==> config.mk <==
export PLATFORM = sky130hd
export DESIGN_NAME = dda_line_rasterizer_flat
export DESIGN_NICKNAME = d
export VERILOG_FILES = /design/src/hdl/dlr_pkg.sv /design/src/hdl/dlr_if.sv /design/src/hdl/dlr_divider.sv /design/src/hdl/dlr_mac.sv /design/src/hdl/dda_line_rasterizer.sv /design/src/flat_wrapper.sv
export SDC_FILE = /design/constraint.sdc
export NUM_CORES = 2
export LEC_CHECK = 0
export BUFFER_PORTS_ARGS = -buffer_cell sky130_fd_sc_hd__buf_2
export CAP_MARGIN = 20
export CORE_MARGIN = 10
export CORE_UTILIZATION = 40
export CTS_CLUSTER_SIZE = 8
export DETAILED_ROUTE_END_ITERATION = 8
export GPL_ROUTABILITY_DRIVEN = 0
export GPL_TIMING_DRIVEN = 0
export PLACE_DENSITY_LB_ADDON = 0.08
export SYNTH_ARGS = -nofsm -noshare
export SYNTH_HDL_FRONTEND = slang
export SYNTH_SLANG_ARGS = --single-unit
export TNS_END_PERCENT = 5
==> constraint.sdc <==
create_clock -name clk_i -period 7.53 [get_ports clk_i]
set_input_delay 1.1295 -clock clk_i [delete_from_list [all_inputs] [get_ports clk_i]]
set_output_delay 1.1295 -clock clk_i [all_outputs]
set_load 0.02 [all_outputs]
==> src/hdl/dlr_pkg.sv <==
// ----------------------------------------------------------------------------
// dlr_pkg: shared definitions for the DDA line rasterizer
// Default widths, register indexes, reset values, sequencer states and the
// control bundles that pass between the sequencer and its shared units.
// ----------------------------------------------------------------------------
package dlr_pkg;

  localparam int COORD_BITS_DEF = 16;
  localparam int FRAC_BITS_DEF  = 16;

  localparam int ADDR_W   = 32;
  localparam int COLOR_W  = 32;
  localparam int FRAME_W  = 13;
  localparam int STRIDE_W = 16;
  localparam int BPP_W    = 4;
  localparam int CFG_IDX_W  = 3;
  localparam int CFG_DATA_W = 32;

  // register indexes on the configuration channel
  localparam logic [CFG_IDX_W-1:0] REG_FRAME_WIDTH  = 3'd0;
  localparam logic [CFG_IDX_W-1:0] REG_FRAME_HEIGHT = 3'd1;
  localparam logic [CFG_IDX_W-1:0] REG_ROW_STRIDE   = 3'd2;
  localparam logic [CFG_IDX_W-1:0] REG_BYTES_PER_PX = 3'd3;
  localparam logic [CFG_IDX_W-1:0] REG_FRAME_BASE   = 3'd4;

  localparam logic [FRAME_W-1:0]  FRAME_WIDTH_RST  = 13'd800;
  localparam logic [FRAME_W-1:0]  FRAME_HEIGHT_RST = 13'd600;
  localparam logic [STRIDE_W-1:0] ROW_STRIDE_RST   = 16'd3200;
  localparam logic [BPP_W-1:0]    BYTES_PER_PX_RST = 4'd4;
  localparam logic [ADDR_W-1:0]   FRAME_BASE_RST   = 32'd0;

  // input item opcodes
  localparam logic MODE_LOAD    = 1'b0;
  localparam logic MODE_ADVANCE = 1'b1;

  typedef enum logic [2:0] {
    ST_IDLE,
    ST_DIV_X_GO,
    ST_DIV_X_RUN,
    ST_DIV_Y_GO,
    ST_DIV_Y_RUN,
    ST_ADDR_ROW,
    ST_ADDR_COL,
    ST_PUSH
  } seq_state_e;

  typedef struct packed {
    logic busy;
    logic done;
  } div_status_t;

  typedef struct packed {
    logic                en;
    logic [ADDR_W-1:0]   mult_a;
    logic [STRIDE_W-1:0] mult_b;
    logic [ADDR_W-1:0]   addend;
  } mac_cmd_t;

endpackage

==> src/hdl/dlr_if.sv <==
// ----------------------------------------------------------------------------
// dlr_if: channel bundles of the DDA line rasterizer
// Input item channel, result channel and configuration write channel.
// ----------------------------------------------------------------------------
interface dlr_in_if #(
  parameter int COORD_BITS = dlr_pkg::COORD_BITS_DEF
) ();
  logic                         valid;
  logic                         ready;
  logic                         mode;
  logic signed [COORD_BITS-1:0] start_x;
  logic signed [COORD_BITS-1:0] start_y;
  logic signed [COORD_BITS-1:0] end_x;
  logic signed [COORD_BITS-1:0] end_y;
  logic [31:0]                  draw_color;

  modport source (output valid, mode, start_x, start_y, end_x, end_y, draw_color,
                  input ready);
  modport sink (input valid, mode, start_x, start_y, end_x, end_y, draw_color,
                output ready);
  modport mon (input valid, ready, mode, start_x, start_y, end_x, end_y, draw_color);
endinterface

interface dlr_out_if #(
  parameter int COORD_BITS = dlr_pkg::COORD_BITS_DEF
) ();
  logic                         valid;
  logic                         ready;
  logic signed [COORD_BITS-1:0] pixel_x;
  logic signed [COORD_BITS-1:0] pixel_y;
  logic                         on_screen;
  logic [31:0]                  pixel_address;
  logic [31:0]                  pixel_color;
  logic                         last_pixel;

  modport source (output valid, pixel_x, pixel_y, on_screen, pixel_address,
                  pixel_color, last_pixel, input ready);
  modport sink (input valid, pixel_x, pixel_y, on_screen, pixel_address,
                pixel_color, last_pixel, output ready);
  modport mon (input valid, ready, pixel_x, pixel_y, on_screen, pixel_address,
               pixel_color, last_pixel);
endinterface

interface dlr_cfg_if ();
  logic                                 valid;
  logic                                 ready;
  logic [dlr_pkg::CFG_IDX_W-1:0]        index;
  logic [dlr_pkg::CFG_DATA_W-1:0]       data;

  modport source (output valid, index, data, input ready);
  modport sink (input valid, index, data, output ready);
  modport mon (input valid, ready, index, data);
endinterface

==> src/hdl/dlr_divider.sv <==
// ----------------------------------------------------------------------------
// dlr_divider: shared restoring divider, one quotient bit per cycle
// Computes floor((dividend << FRAC_BITS) / divisor) for dividend <= divisor,
// giving FRAC_BITS+1 quotient bits.
// ----------------------------------------------------------------------------
module dlr_divider #(
  parameter int COORD_BITS = dlr_pkg::COORD_BITS_DEF,
  parameter int FRAC_BITS  = dlr_pkg::FRAC_BITS_DEF
) (
  input  logic                    clk_i,
  input  logic                    rst_ni,
  input  logic                    start_i,
  input  logic [COORD_BITS-1:0]   dividend_i,
  input  logic [COORD_BITS-1:0]   divisor_i,
  output dlr_pkg::div_status_t    status_o,
  output logic [FRAC_BITS:0]      quotient_o
);
  import dlr_pkg::*;

  localparam int CNT_W = $clog2(FRAC_BITS + 1);
  localparam logic [CNT_W-1:0] CNT_START = CNT_W'(FRAC_BITS);

  logic                  busy_q, busy_d;
  logic [CNT_W-1:0]      cnt_q, cnt_d;
  logic [COORD_BITS-1:0] rem_q, rem_d;
  logic [COORD_BITS-1:0] div_q, div_d;
  logic [FRAC_BITS-1:0]  quo_q, quo_d;

  logic [COORD_BITS:0]   trial;
  logic [COORD_BITS:0]   diff;
  logic                  ge;

  // first step compares the remainder as is, later steps shift in a zero
  always_comb begin
    trial = (cnt_q == CNT_START) ? {1'b0, rem_q} : {rem_q, 1'b0};
    diff  = trial - {1'b0, div_q};
    ge    = ~diff[COORD_BITS];
  end

  always_comb begin
    busy_d = busy_q;
    cnt_d  = cnt_q;
    rem_d  = rem_q;
    div_d  = div_q;
    quo_d  = quo_q;
    if (start_i) begin
      busy_d = 1'b1;
      cnt_d  = CNT_START;
      rem_d  = dividend_i;
      div_d  = divisor_i;
    end else if (busy_q) begin
      rem_d = ge ? diff[COORD_BITS-1:0] : trial[COORD_BITS-1:0];
      quo_d = {quo_q[FRAC_BITS-2:0], ge};
      if (cnt_q == '0) begin
        busy_d = 1'b0;
      end else begin
        cnt_d = cnt_q - 1'b1;
      end
    end
  end

  always_ff @(posedge clk_i or negedge rst_ni) begin
    if (!rst_ni) begin
      busy_q <= 1'b0;
      cnt_q  <= '0;
    end else begin
      busy_q <= busy_d;
      cnt_q  <= cnt_d;
    end
  end

  always_ff @(posedge clk_i) begin
    rem_q <= rem_d;
    div_q <= div_d;
    quo_q <= quo_d;
  end

  assign status_o.busy = busy_q;
  assign status_o.done = busy_q && (cnt_q == '0);
  assign quotient_o    = {quo_q, ge};

endmodule

==> src/hdl/dlr_mac.sv <==
// ----------------------------------------------------------------------------
// dlr_mac: shared multiply-add unit for pixel addresses
// Registers addend + mult_a * mult_b, kept modulo 2^32.
// ----------------------------------------------------------------------------
module dlr_mac (
  input  logic                      clk_i,
  input  dlr_pkg::mac_cmd_t         cmd_i,
  output logic [dlr_pkg::ADDR_W-1:0] result_o
);
  import dlr_pkg::*;

  logic [ADDR_W+STRIDE_W-1:0] prod;
  logic [ADDR_W-1:0]          result_q, result_d;

  always_comb begin
    prod     = cmd_i.mult_a * cmd_i.mult_b;
    result_d = cmd_i.addend + prod[ADDR_W-1:0];
  end

  always_ff @(posedge clk_i) begin
    if (cmd_i.en) begin
      result_q <= result_d;
    end
  end

  assign result_o = result_q;

endmodule

==> src/hdl/dda_line_rasterizer.sv <==
// ----------------------------------------------------------------------------
// dda_line_rasterizer: DDA line generator with framebuffer addressing
// A load beat sets up a line from two endpoints and a color; each advance
// beat on an active line yields one rounded, frame-tested, addressed pixel.
// ----------------------------------------------------------------------------
//
//  channel  | dir | handshake       | payload
//  ---------+-----+-----------------+-----------------------------------------
//  in_i     | in  | valid / ready   | mode, start_x, start_y, end_x, end_y,
//           |     |                 | draw_color
//  out_o    | out | valid / ready   | pixel_x, pixel_y, on_screen,
//           |     |                 | pixel_address, pixel_color, last_pixel
//  cfg_i    | in  | valid / ready   | index, data (ready is always high)
//
//  Advance beat: accept, row multiply, column multiply, push into the
//  output register; the push waits while that register is full. Both
//  multiplies go through the shared multiply-add unit.
//  Load beat: in_i.ready stays low after the accept while the
//  bit-serial divider runs once for x and once for y.
//  A stalled result sits in the output register; the block keeps working and
//  only waits in the push step when that register is still full.
//  Reset clears the sequencer, the active-line flag and output valid and
//  loads the frame registers with their defaults; no clearing pass is needed.
// ----------------------------------------------------------------------------
module dda_line_rasterizer #(
  parameter int COORD_BITS = dlr_pkg::COORD_BITS_DEF,
  parameter int FRAC_BITS  = dlr_pkg::FRAC_BITS_DEF
) (
  input  logic      clk_i,
  input  logic      rst_ni,
  dlr_in_if.sink    in_i,
  dlr_out_if.source out_o,
  dlr_cfg_if.sink   cfg_i
);
  import dlr_pkg::*;

  localparam int ACC_W = COORD_BITS + FRAC_BITS;
  localparam int INC_W = FRAC_BITS + 2;
  localparam int PX_W  = COORD_BITS + 1;
  localparam logic [ACC_W:0] HALF = (ACC_W + 1)'(1) << (FRAC_BITS - 1);

  // --------------------------------------------------------------------------
  // Frame configuration registers
  // --------------------------------------------------------------------------
  logic [FRAME_W-1:0]  frame_width_q;
  logic [FRAME_W-1:0]  frame_height_q;
  logic [STRIDE_W-1:0] row_stride_q;
  logic [BPP_W-1:0]    bytes_per_px_q;
  logic [ADDR_W-1:0]   frame_base_q;

  assign cfg_i.ready = 1'b1;

  always_ff @(posedge clk_i or negedge rst_ni) begin
    if (!rst_ni) begin
      frame_width_q  <= FRAME_WIDTH_RST;
      frame_height_q <= FRAME_HEIGHT_RST;
      row_stride_q   <= ROW_STRIDE_RST;
      bytes_per_px_q <= BYTES_PER_PX_RST;
      frame_base_q   <= FRAME_BASE_RST;
    end else if (cfg_i.valid) begin
      unique case (cfg_i.index)
        REG_FRAME_WIDTH:  frame_width_q  <= cfg_i.data[FRAME_W-1:0];
        REG_FRAME_HEIGHT: frame_height_q <= cfg_i.data[FRAME_W-1:0];
        REG_ROW_STRIDE:   row_stride_q   <= cfg_i.data[STRIDE_W-1:0];
        REG_BYTES_PER_PX: bytes_per_px_q <= cfg_i.data[BPP_W-1:0];
        REG_FRAME_BASE:   frame_base_q   <= cfg_i.data[ADDR_W-1:0];
        default: ;  // unmapped index: drop the write
      endcase
    end
  end

  // --------------------------------------------------------------------------
  // Sequencer and handshake
  // --------------------------------------------------------------------------
  seq_state_e  state_q, state_d;
  div_status_t div_status;
  logic        in_acc;
  logic        load_acc;
  logic        adv_acc;
  logic        out_load;
  logic        out_valid_q;
  logic        active_q;

  assign in_i.ready = (state_q == ST_IDLE);
  assign in_acc     = in_i.valid && in_i.ready;
  assign load_acc   = in_acc && (in_i.mode == MODE_LOAD);
  // an advance on an idle line is consumed without a result
  assign adv_acc    = in_acc && (in_i.mode == MODE_ADVANCE) && active_q;
  // push once the output register is free or drains this cycle
  assign out_load   = (state_q == ST_PUSH) && (!out_valid_q || out_o.ready);

  always_comb begin
    state_d = state_q;
    unique case (state_q)
      ST_IDLE: begin
        if (load_acc) begin
          state_d = ST_DIV_X_GO;
        end else if (adv_acc) begin
          state_d = ST_ADDR_ROW;
        end
      end
      ST_DIV_X_GO:  state_d = ST_DIV_X_RUN;
      ST_DIV_X_RUN: if (div_status.done) state_d = ST_DIV_Y_GO;
      ST_DIV_Y_GO:  state_d = ST_DIV_Y_RUN;
      ST_DIV_Y_RUN: if (div_status.done) state_d = ST_IDLE;
      ST_ADDR_ROW:  state_d = ST_ADDR_COL;
      ST_ADDR_COL:  state_d = ST_PUSH;
      ST_PUSH:      if (out_load) state_d = ST_IDLE;
      default:      state_d = ST_IDLE;
    endcase
  end

  always_ff @(posedge clk_i or negedge rst_ni) begin
    if (!rst_ni) begin
      state_q <= ST_IDLE;
    end else begin
      state_q <= state_d;
    end
  end

  // --------------------------------------------------------------------------
  // Load setup: deltas, step count, start accumulators
  // --------------------------------------------------------------------------
  logic signed [COORD_BITS:0] dx, dy;
  logic [COORD_BITS:0]        ax_full, ay_full;
  logic [COORD_BITS-1:0]      ax, ay, steps;

  always_comb begin
    dx      = {in_i.end_x[COORD_BITS-1], in_i.end_x}
            - {in_i.start_x[COORD_BITS-1], in_i.start_x};
    dy      = {in_i.end_y[COORD_BITS-1], in_i.end_y}
            - {in_i.start_y[COORD_BITS-1], in_i.start_y};
    ax_full = dx[COORD_BITS] ? -dx : dx;
    ay_full = dy[COORD_BITS] ? -dy : dy;
    ax      = ax_full[COORD_BITS-1:0];
    ay      = ay_full[COORD_BITS-1:0];
    steps   = (ax > ay) ? ax : ay;
  end

  logic [COORD_BITS-1:0] ax_q, ay_q, steps_q;
  logic                  x_neg_q, y_neg_q;

  // --------------------------------------------------------------------------
  // Shared divider: x increment first, then y
  // --------------------------------------------------------------------------
  logic                  div_start;
  logic [COORD_BITS-1:0] div_dividend;
  logic [FRAC_BITS:0]    div_quot;
  logic [FRAC_BITS:0]    quot_fix;
  logic                  quot_neg;
  logic [INC_W-1:0]      inc_new;

  always_comb begin
    div_start    = (state_q == ST_DIV_X_GO) || (state_q == ST_DIV_Y_GO);
    div_dividend = (state_q == ST_DIV_X_GO) ? ax_q : ay_q;
  end

  dlr_divider #(
    .COORD_BITS (COORD_BITS),
    .FRAC_BITS  (FRAC_BITS)
  ) u_dlr_divider (
    .clk_i      (clk_i),
    .rst_ni     (rst_ni),
    .start_i    (div_start),
    .dividend_i (div_dividend),
    .divisor_i  (steps_q),
    .status_o   (div_status),
    .quotient_o (div_quot)
  );

  // a zero-length line keeps both increments at zero
  always_comb begin
    quot_fix = (steps_q == '0) ? '0 : div_quot;
    quot_neg = (state_q == ST_DIV_X_RUN) ? x_neg_q : y_neg_q;
    inc_new  = quot_neg ? -{1'b0, quot_fix} : {1'b0, quot_fix};
  end

  // --------------------------------------------------------------------------
  // Line state and per-pixel rounding
  // --------------------------------------------------------------------------
  logic [ACC_W-1:0]      x_acc_q, y_acc_q;
  logic [INC_W-1:0]      x_inc_q, y_inc_q;
  logic [COORD_BITS:0]   pixels_left_q;
  logic [COLOR_W-1:0]    color_q;

  logic [ACC_W:0]        x_round, y_round;
  logic [PX_W-1:0]       px, py;
  logic [ADDR_W-1:0]     px_ext, py_ext;
  logic                  vis;
  logic                  last;

  // floor(acc + 1/2): arithmetic shift of the biased accumulator
  always_comb begin
    x_round = {x_acc_q[ACC_W-1], x_acc_q} + HALF;
    y_round = {y_acc_q[ACC_W-1], y_acc_q} + HALF;
    px      = x_round[ACC_W:FRAC_BITS];
    py      = y_round[ACC_W:FRAC_BITS];
    px_ext  = {{(ADDR_W-PX_W){px[PX_W-1]}}, px};
    py_ext  = {{(ADDR_W-PX_W){py[PX_W-1]}}, py};
    vis     = !px[PX_W-1] && !py[PX_W-1]
           && (px_ext < ADDR_W'(frame_width_q))
           && (py_ext < ADDR_W'(frame_height_q));
    last    = (pixels_left_q == (COORD_BITS+1)'(1));
  end

  always_ff @(posedge clk_i or negedge rst_ni) begin
    if (!rst_ni) begin
      active_q <= 1'b0;
    end else if (load_acc) begin
      active_q <= 1'b1;
    end else if (adv_acc && last) begin
      active_q <= 1'b0;
    end
  end

  logic [PX_W-1:0] px_q, py_q;
  logic            vis_q, last_q;

  always_ff @(posedge clk_i) begin
    if (load_acc) begin
      x_acc_q       <= {in_i.start_x, {FRAC_BITS{1'b0}}};
      y_acc_q       <= {in_i.start_y, {FRAC_BITS{1'b0}}};
      pixels_left_q <= {1'b0, steps} + (COORD_BITS+1)'(1);
      color_q       <= in_i.draw_color;
      ax_q          <= ax;
      ay_q          <= ay;
      steps_q       <= steps;
      x_neg_q       <= dx[COORD_BITS];
      y_neg_q       <= dy[COORD_BITS];
    end else if (adv_acc) begin
      // advance the accumulators past the pixel just taken
      x_acc_q       <= x_acc_q + {{(ACC_W-INC_W){x_inc_q[INC_W-1]}}, x_inc_q};
      y_acc_q       <= y_acc_q + {{(ACC_W-INC_W){y_inc_q[INC_W-1]}}, y_inc_q};
      pixels_left_q <= pixels_left_q - (COORD_BITS+1)'(1);
      px_q          <= px;
      py_q          <= py;
      vis_q         <= vis;
      last_q        <= last;
    end
    if ((state_q == ST_DIV_X_RUN) && div_status.done) begin
      x_inc_q <= inc_new;
    end
    if ((state_q == ST_DIV_Y_RUN) && div_status.done) begin
      y_inc_q <= inc_new;
    end
  end

  // --------------------------------------------------------------------------
  // Address: base + row * stride, then + column * bytes per pixel
  // --------------------------------------------------------------------------
  mac_cmd_t          mac_cmd;
  logic [ADDR_W-1:0] mac_result;

  always_comb begin
    mac_cmd.en     = (state_q == ST_ADDR_ROW) || (state_q == ST_ADDR_COL);
    mac_cmd.mult_a = {{(ADDR_W-PX_W){py_q[PX_W-1]}}, py_q};
    mac_cmd.mult_b = row_stride_q;
    mac_cmd.addend = frame_base_q;
    if (state_q == ST_ADDR_COL) begin
      mac_cmd.mult_a = {{(ADDR_W-PX_W){px_q[PX_W-1]}}, px_q};
      mac_cmd.mult_b = STRIDE_W'(bytes_per_px_q);
      mac_cmd.addend = mac_result;
    end
  end

  dlr_mac u_dlr_mac (
    .clk_i    (clk_i),
    .cmd_i    (mac_cmd),
    .result_o (mac_result)
  );

  // --------------------------------------------------------------------------
  // Output register
  // --------------------------------------------------------------------------
  logic [COORD_BITS-1:0] out_px_q, out_py_q;
  logic                  out_vis_q, out_last_q;
  logic [ADDR_W-1:0]     out_addr_q;
  logic [COLOR_W-1:0]    out_color_q;

  always_ff @(posedge clk_i or negedge rst_ni) begin
    if (!rst_ni) begin
      out_valid_q <= 1'b0;
    end else if (out_load) begin
      out_valid_q <= 1'b1;
    end else if (out_o.ready) begin
      out_valid_q <= 1'b0;
    end
  end

  always_ff @(posedge clk_i) begin
    if (out_load) begin
      out_px_q    <= px_q[COORD_BITS-1:0];
      out_py_q    <= py_q[COORD_BITS-1:0];
      out_vis_q   <= vis_q;
      out_last_q  <= last_q;
      out_addr_q  <= mac_result;
      out_color_q <= color_q;
    end
  end

  assign out_o.valid         = out_valid_q;
  assign out_o.pixel_x       = out_px_q;
  assign out_o.pixel_y       = out_py_q;
  assign out_o.on_screen     = out_vis_q;
  assign out_o.pixel_address = out_addr_q;
  assign out_o.pixel_color   = out_color_q;
  assign out_o.last_pixel    = out_last_q;

endmodule

==> src/flat_wrapper.sv <==
// flat-port wrapper written by rule: the top's interface ports become plain ports
module dda_line_rasterizer_flat import dlr_pkg::*;
#(
  parameter int COORD_BITS = dlr_pkg::COORD_BITS_DEF,
  parameter int FRAC_BITS  = dlr_pkg::FRAC_BITS_DEF
)
  (clk_i, rst_ni, in_i_valid, in_i_mode, in_i_start_x, in_i_start_y, in_i_end_x, in_i_end_y, in_i_draw_color, in_i_ready, out_o_valid, out_o_pixel_x, out_o_pixel_y, out_o_on_screen, out_o_pixel_address, out_o_pixel_color, out_o_last_pixel, out_o_ready, cfg_i_valid, cfg_i_index, cfg_i_data, cfg_i_ready);
  dlr_in_if #(.COORD_BITS(COORD_BITS)) in_i_i ();
  dlr_out_if #(.COORD_BITS(COORD_BITS)) out_o_i ();
  dlr_cfg_if cfg_i_i ();
  input  logic clk_i;
  input  logic rst_ni;
  input wire logic [$bits(in_i_i.valid)-1:0] in_i_valid;
  input wire logic [$bits(in_i_i.mode)-1:0] in_i_mode;
  input wire logic [$bits(in_i_i.start_x)-1:0] in_i_start_x;
  input wire logic [$bits(in_i_i.start_y)-1:0] in_i_start_y;
  input wire logic [$bits(in_i_i.end_x)-1:0] in_i_end_x;
  input wire logic [$bits(in_i_i.end_y)-1:0] in_i_end_y;
  input wire logic [$bits(in_i_i.draw_color)-1:0] in_i_draw_color;
  output wire logic [$bits(in_i_i.ready)-1:0] in_i_ready;
  output wire logic [$bits(out_o_i.valid)-1:0] out_o_valid;
  output wire logic [$bits(out_o_i.pixel_x)-1:0] out_o_pixel_x;
  output wire logic [$bits(out_o_i.pixel_y)-1:0] out_o_pixel_y;
  output wire logic [$bits(out_o_i.on_screen)-1:0] out_o_on_screen;
  output wire logic [$bits(out_o_i.pixel_address)-1:0] out_o_pixel_address;
  output wire logic [$bits(out_o_i.pixel_color)-1:0] out_o_pixel_color;
  output wire logic [$bits(out_o_i.last_pixel)-1:0] out_o_last_pixel;
  input wire logic [$bits(out_o_i.ready)-1:0] out_o_ready;
  input wire logic [$bits(cfg_i_i.valid)-1:0] cfg_i_valid;
  input wire logic [$bits(cfg_i_i.index)-1:0] cfg_i_index;
  input wire logic [$bits(cfg_i_i.data)-1:0] cfg_i_data;
  output wire logic [$bits(cfg_i_i.ready)-1:0] cfg_i_ready;
  assign in_i_i.valid = in_i_valid;
  assign in_i_i.mode = in_i_mode;
  assign in_i_i.start_x = in_i_start_x;
  assign in_i_i.start_y = in_i_start_y;
  assign in_i_i.end_x = in_i_end_x;
  assign in_i_i.end_y = in_i_end_y;
  assign in_i_i.draw_color = in_i_draw_color;
  assign in_i_ready = in_i_i.ready;
  assign out_o_valid = out_o_i.valid;
  assign out_o_pixel_x = out_o_i.pixel_x;
  assign out_o_pixel_y = out_o_i.pixel_y;
  assign out_o_on_screen = out_o_i.on_screen;
  assign out_o_pixel_address = out_o_i.pixel_address;
  assign out_o_pixel_color = out_o_i.pixel_color;
  assign out_o_last_pixel = out_o_i.last_pixel;
  assign out_o_i.ready = out_o_ready;
  assign cfg_i_i.valid = cfg_i_valid;
  assign cfg_i_i.index = cfg_i_index;
  assign cfg_i_i.data = cfg_i_data;
  assign cfg_i_ready = cfg_i_i.ready;
  dda_line_rasterizer #(.COORD_BITS(COORD_BITS), .FRAC_BITS(FRAC_BITS)) u_core (.clk_i(clk_i), .rst_ni(rst_ni), .in_i(in_i_i), .out_o(out_o_i), .cfg_i(cfg_i_i));
endmodule
# Yosys cells after proc, flatten, opt, wreduce, memory -nomap -nowiden
# Cells that the tools add are included.
# op_classes
n_mux,34
magnitude_cmp,3
n_reduce_logical,35
n_addsub,14
mul,1
bitwise_logic,4
n_eq_ne,18
# op_table
op,count
2-to-1 mux 32 bit,4
2-to-1 mux 16 bit,7
adder 32 bit,3
2-to-1 mux 80 bit,1
2-to-1 mux 17 bit,4
adder 32 x 17 -> 33 bit (second input constant),2
< comparator 32 x 13 -> 1 bit,2
subtractor 16 x 16 -> 17 bit,2
multiplier 32 x 16 -> 32 bit,1
negation 16 bit,2
case mux 3 bit (8 select lines),1
2-to-1 mux 18 bit,1
negation 17 -> 18 bit,1
adder 16 x 1 -> 17 bit (second input constant),1
== test 17 x 1 -> 1 bit (second input constant),1
subtractor 17 x 1 -> 17 bit (second input constant),1
subtractor 17 x 16 -> 17 bit,1
> comparator 16 bit,1
logical NOT 16 bit,1
AND reduction 2 bit,8
== test 3 bit (second input constant),5
2-to-1 mux 3 bit,5
2-to-1 mux 5 bit,3
== test 3 x 2 -> 1 bit (second input constant),4
14 further kinds,47
# totals
ff_bits,502
word_cells,146

# Logic depth before layout (Yosys ltp)
# logic_depth
word_depth,7
mapped_depth,31
depth_no_buf,28

# By module
# Synthesis repeated with hierarchy kept, for this count alone.
# hier_totals
hier_cells,3914
area_unflattened_um2,40134.7
# modules_own_cells
mod,n_inst,seq_area_each_um2,cells_each,area_each_um2
dda_line_rasterizer,1,11770.0,2071,23243.5
dlr_mac,1,960.9,1506,13462.9
dlr_divider,1,1591.5,337,3428.3

# Worst setup path before layout
# OpenSTA, ideal clock, no wires.
# synth_path
kind,reg2reg
start,register u_core.state_q[1]
end,register u_core.u_dlr_mac.result_q[31] (netlist: u_core.u_dlr_mac.result_o[31]) (data pin)
stages_incl_launch_ff,28
setup_ns,0.135
required_time_ns,7.395
t_arrival_ns,7.651
path_buffers,4
setup_slack_ns,-0.256
path_cell_list,dfrtp_1 > clkbuf_1 > nand2b_1 > or2_2 > clkbuf_1 > clkbuf_1 > and2_1 > clkbuf_1 > nand2_1 > fa_1 > inv_1 > fa_1 > fa_1 > fa_1 > fa_1 > inv_1 > fa_1 > inv_1 > ha_1 > a21o_1 > a21oi_1 > o21ai_0 > o32ai_1 > o21ai_0 > a2111oi_1 > nor3_1 > or3_1 > nand3_1
# synth_between
elab_chain_cells,4
# synth_rtl
element,line,rtl
from (decl),dda_line_rasterizer.sv:75,"seq_state_e state_q, state_d;"
from (signal assigned),dda_line_rasterizer.sv:117,state_q <= state_d;
== test 3 bit *,dda_line_rasterizer.sv:259,if (state_q == ST_ADDR_COL) begin
2-to-1 mux 80 bit *,dda_line_rasterizer.sv:259,
multiplier 32 x 16 -> 32 bit,dlr_mac.sv:16,prod = cmd_i.mult_a * cmd_i.mult_b;
adder 32 bit *,dlr_mac.sv:17,result_d = cmd_i.addend + prod[ADDR_W-1:0];
net u_core.u_dlr_mac.result_d[31],dlr_mac.sv:13,"logic [ADDR_W-1:0] result_q, result_d;"
to (signal assigned),dlr_mac.sv:22,result_q <= result_d;
to (decl),dlr_mac.sv:13,
# Mark *: on every way through the listed nets, which the timed path passes. The rest lies on a longest branch.
# A chain may end at the register's enable or synchronous reset.

# Worst setup path after layout
# layout_path
start,register u_core.state_q[0]
end,register u_core.u_dlr_mac.result_q[28] (netlist: u_core.u_dlr_mac.result_o[28]) (data pin)
# The elaborated chain is that of the path after synthesis.

==> metrics <==
# hold bufs at CTS 0; CP Data Required Time 7890 ps; DRT antenna net count 0; Initial DRC Count between 1,500 and 2,000; synthesized flop and latch total between 500 and 600; Mean Syn Cell Area 10.5 sq um; clock root cell clkbuf_16; most frequent cells in the layout 525 x inv_1, 394 x nand2_1, 381 x edfxtp_1; drt pass-1 iters 5; most common cell after layout, fill and taps aside inv_1; Hold Fails Final Rpt 0; Slowest-stage cell, CP fa_1; fin crit period 7420 ps; GRT Overall Usage a little over 20%; dpl cell area approximately 41,000 sq um; largest net degree at the start of global routing a little under 60; Tightest Pin Transition ~1100 ps; Seq/Total Area, Yosys between 30% and 40%; post-DP HPWL 90,700 microns; critical path class flip-flop to flip-flop; clk_lat worst skew around 640 ps; Vias/cell 5.19; Ant. Diodes 0; Max Cap Viol 0; Worst Path Arrival between 7000 and 8000 ps; DIE HEIGHT between 300 and 400 microns; worst rel slew slack around 30%; Syn Inst Count approximately 3,600; Hold Crit Class flip-flop to flip-flop; status completed; most used cell, CP fa_1; Slew Viols, Final 0; vias in the first global route 28,200; syn nets between 4,000 and 5,000; Finish-stage setup viols 0; port bufs between 200 and 250; fillers 9,159; Core Area roughly 95,000 sq um; RSZ-0062 raised after global routing yes; chip width 329 microns; Design Area, Final ~44,000 sq um; Clock transition at path regs 50 ps; initial antenna violation count 1; Max Fclk about 130 MHz; CTS H-Tree Depth 3; Placed Instances just over 5,000; EDFF count, synth around 380; TritonCTS clock tree built; dominant synthesized flop cell edfxtp_1; die area roughly 110,000 sq um; r2r setup slk ~110 ps; I/O Pins between 200 and 250; row cnt between 100 and 150; YS warnings 0; DRC violations left 0; Max Fanout on Critical Path 10; Finished Layout Cells roughly 5,300; total grt overflow 0; # nets final between 4,000 and 5,000; CTS sink count approximately 500; post-synthesis cell area between 30,000 and 40,000 sq um; Post-Route WL roughly 110,000 microns; CP Launch Type flip-flop; via count 27,500; CP max stage delay between 500 and 600 ps; fin crit share a little over nine tenths; asr flop ratio synth between 15 and 20%; unique cell type count in the Yosys netlist 107; starting density of the core around two fifths; Crit. End Element flip-flop; wire length per cell between 20 and 25 microns; worst-case clock buffer depth 3; cts bufs inserted 75; first-pass GRT wire length between 150,000 and 200,000 microns; share of layout cells above drive strength 1 between 10% and 20%; final clock skew 32.4 ps; Hold WS 398 ps; Area growth syn-to-layout 15.0%
==> timing repair <==
item,4_1_cts,5_1_grt
resized for setup,70,25
pin swaps,4,6
buffers inserted,5,1
endpoints found under the setup margin,42,35
==> kinds of logic after synthesis <==
group,share of synthesized area (%)
xor gates and xnor gates,4.85
muxes,4.11
and+or+nand+nor,12.9
buffers and inverters,6.51
DFF,37.6
other,0.00985
AOI/OAI and AO/OA,10.5
adders and majority gates,23.5
==> sequential cells by signal, summed over array words and instances, names as in the netlist, 17 cells and up <==
signal and count:
u_core.x_inc_q 18, u_core.frame_base_q 32, u_core.px_q 17, u_core.out_o.pixel_address 32
u_core.out_o.pixel_color 32, u_core.pixels_left_q 17, u_core.color_q 32, u_core.y_acc_q 32
u_core.py_q 17, u_core.y_inc_q 18, u_core.x_acc_q 32, u_core.u_dlr_mac.result_o 32
==> final timing paths <==
check,startpoint,endpoint,cells after the start
max,u_core.state_q[0]$_DFFE_PN0P_,u_core.u_dlr_mac.result_o[28]$_DFFE_PP_,27
min,u_core.color_q[24]$_DFFE_PP_,u_core.out_o.pixel_color[24]$_DFFE_PP_,0
max reg2reg,u_core.state_q[0]$_DFFE_PN0P_,u_core.u_dlr_mac.result_o[28]$_DFFE_PP_,27
min reg2reg,u_core.color_q[24]$_DFFE_PP_,u_core.out_o.pixel_color[24]$_DFFE_PP_,0
max in group asynchronous,rst_ni,u_core.frame_height_q[6]$_DFFE_PN1P_,2
min in group asynchronous,rst_ni,u_core.frame_base_q[20]$_DFFE_PN0P_,1
==> routing by layer <==
layer	part of all wire, %	vias to the layer above	track usage [%]
met2	50	607	36.0
met5	0	-	0
met4	3.8	0	7.62
met3	3.8	174	2.81
met1	43	13500	26.1
li1	-	13100	-
==> cells in the mapped netlist (all sizes together) (6+ instances only) <==
cell type | instances | area, sq um
a2111oi | 7 | 131
a211oi | 30 | 253
a21boi | 10 | 75.1
a21o | 67 | 503
a21oi | 125 | 626
a311oi | 8 | 76.3
a31oi | 25 | 171
and2 | 27 | 169
and3 | 129 | 807
and4 | 10 | 87.6
buf | 16 | 91.3
clkbuf | 107 | 404
dfrtp | 78 | 1950
dfstp | 11 | 289
dfxtp | 32 | 641
edfxtp | 381 | 11400
fa | 305 | 6110
ha | 228 | 2850
inv | 527 | 1980
mux2 | 74 | 833
mux2i | 72 | 733
nand2 | 395 | 1480
nand2b | 39 | 244
nand3 | 60 | 305
nand3b | 7 | 52.6
nand4 | 20 | 131
nor2 | 162 | 618
nor2b | 25 | 156
nor3 | 55 | 280
nor3b | 6 | 56.3
nor4 | 18 | 119
o211ai | 15 | 113
o21a | 20 | 150
o21ai | 150 | 769
o21bai | 10 | 75.1
o22ai | 34 | 219
o31ai | 19 | 143
o41ai | 6 | 71.3
or2 | 17 | 109
or3 | 19 | 129
or4 | 6 | 45.0
xnor2 | 121 | 1070
xor2 | 89 | 780
==> critical path, delay by kind of cell (launching register included) <==
kind                     cells  cell delay [ps]
AND/OR/NAND/NOR              9             1890
adder cells (fa/ha/maj)      7             3380
XOR/XNOR                     1              130
flip-flops                   1              370
AO/OA/AOI/OAI                3              580
buffers and inverters        7              800
==> per-stage QoR <==
stage	utilization [%]	setup TNS, ps	worst slack [ps]
after floorplan	-	0	78.5
after global placement	43.1	-157900	-2300
after detailed placement	43.4	-43720	-2390
after CTS	46.1	0	16.9
after global routing	46.3	-1220	-179
final	46.3	0	108
==> layout make-up <==
| type | instances | area [sq um] | share of cell area [%] |
|---|---|---|---|
| Clock buffer | 120 | 2110 | 4.81 |
| Clock inverter | 11 | 160 | 0.366 |
| Inverter | 529 | 1990 | 4.54 |
| Buffer | 119 | 597 | 1.36 |
| Tap cell | 1265 | 1580 | 3.61 |
| Timing Repair Buffer | 257 | 1530 | 3.49 |
| Multi-Input combinational cell | 2488 | 21500 | 49.1 |
| Sequential cell | 502 | 14300 | 32.7 |
Power is not shown: default switching activity piles up to over one toggle a cycle in this logic, so the estimate is an artifact.
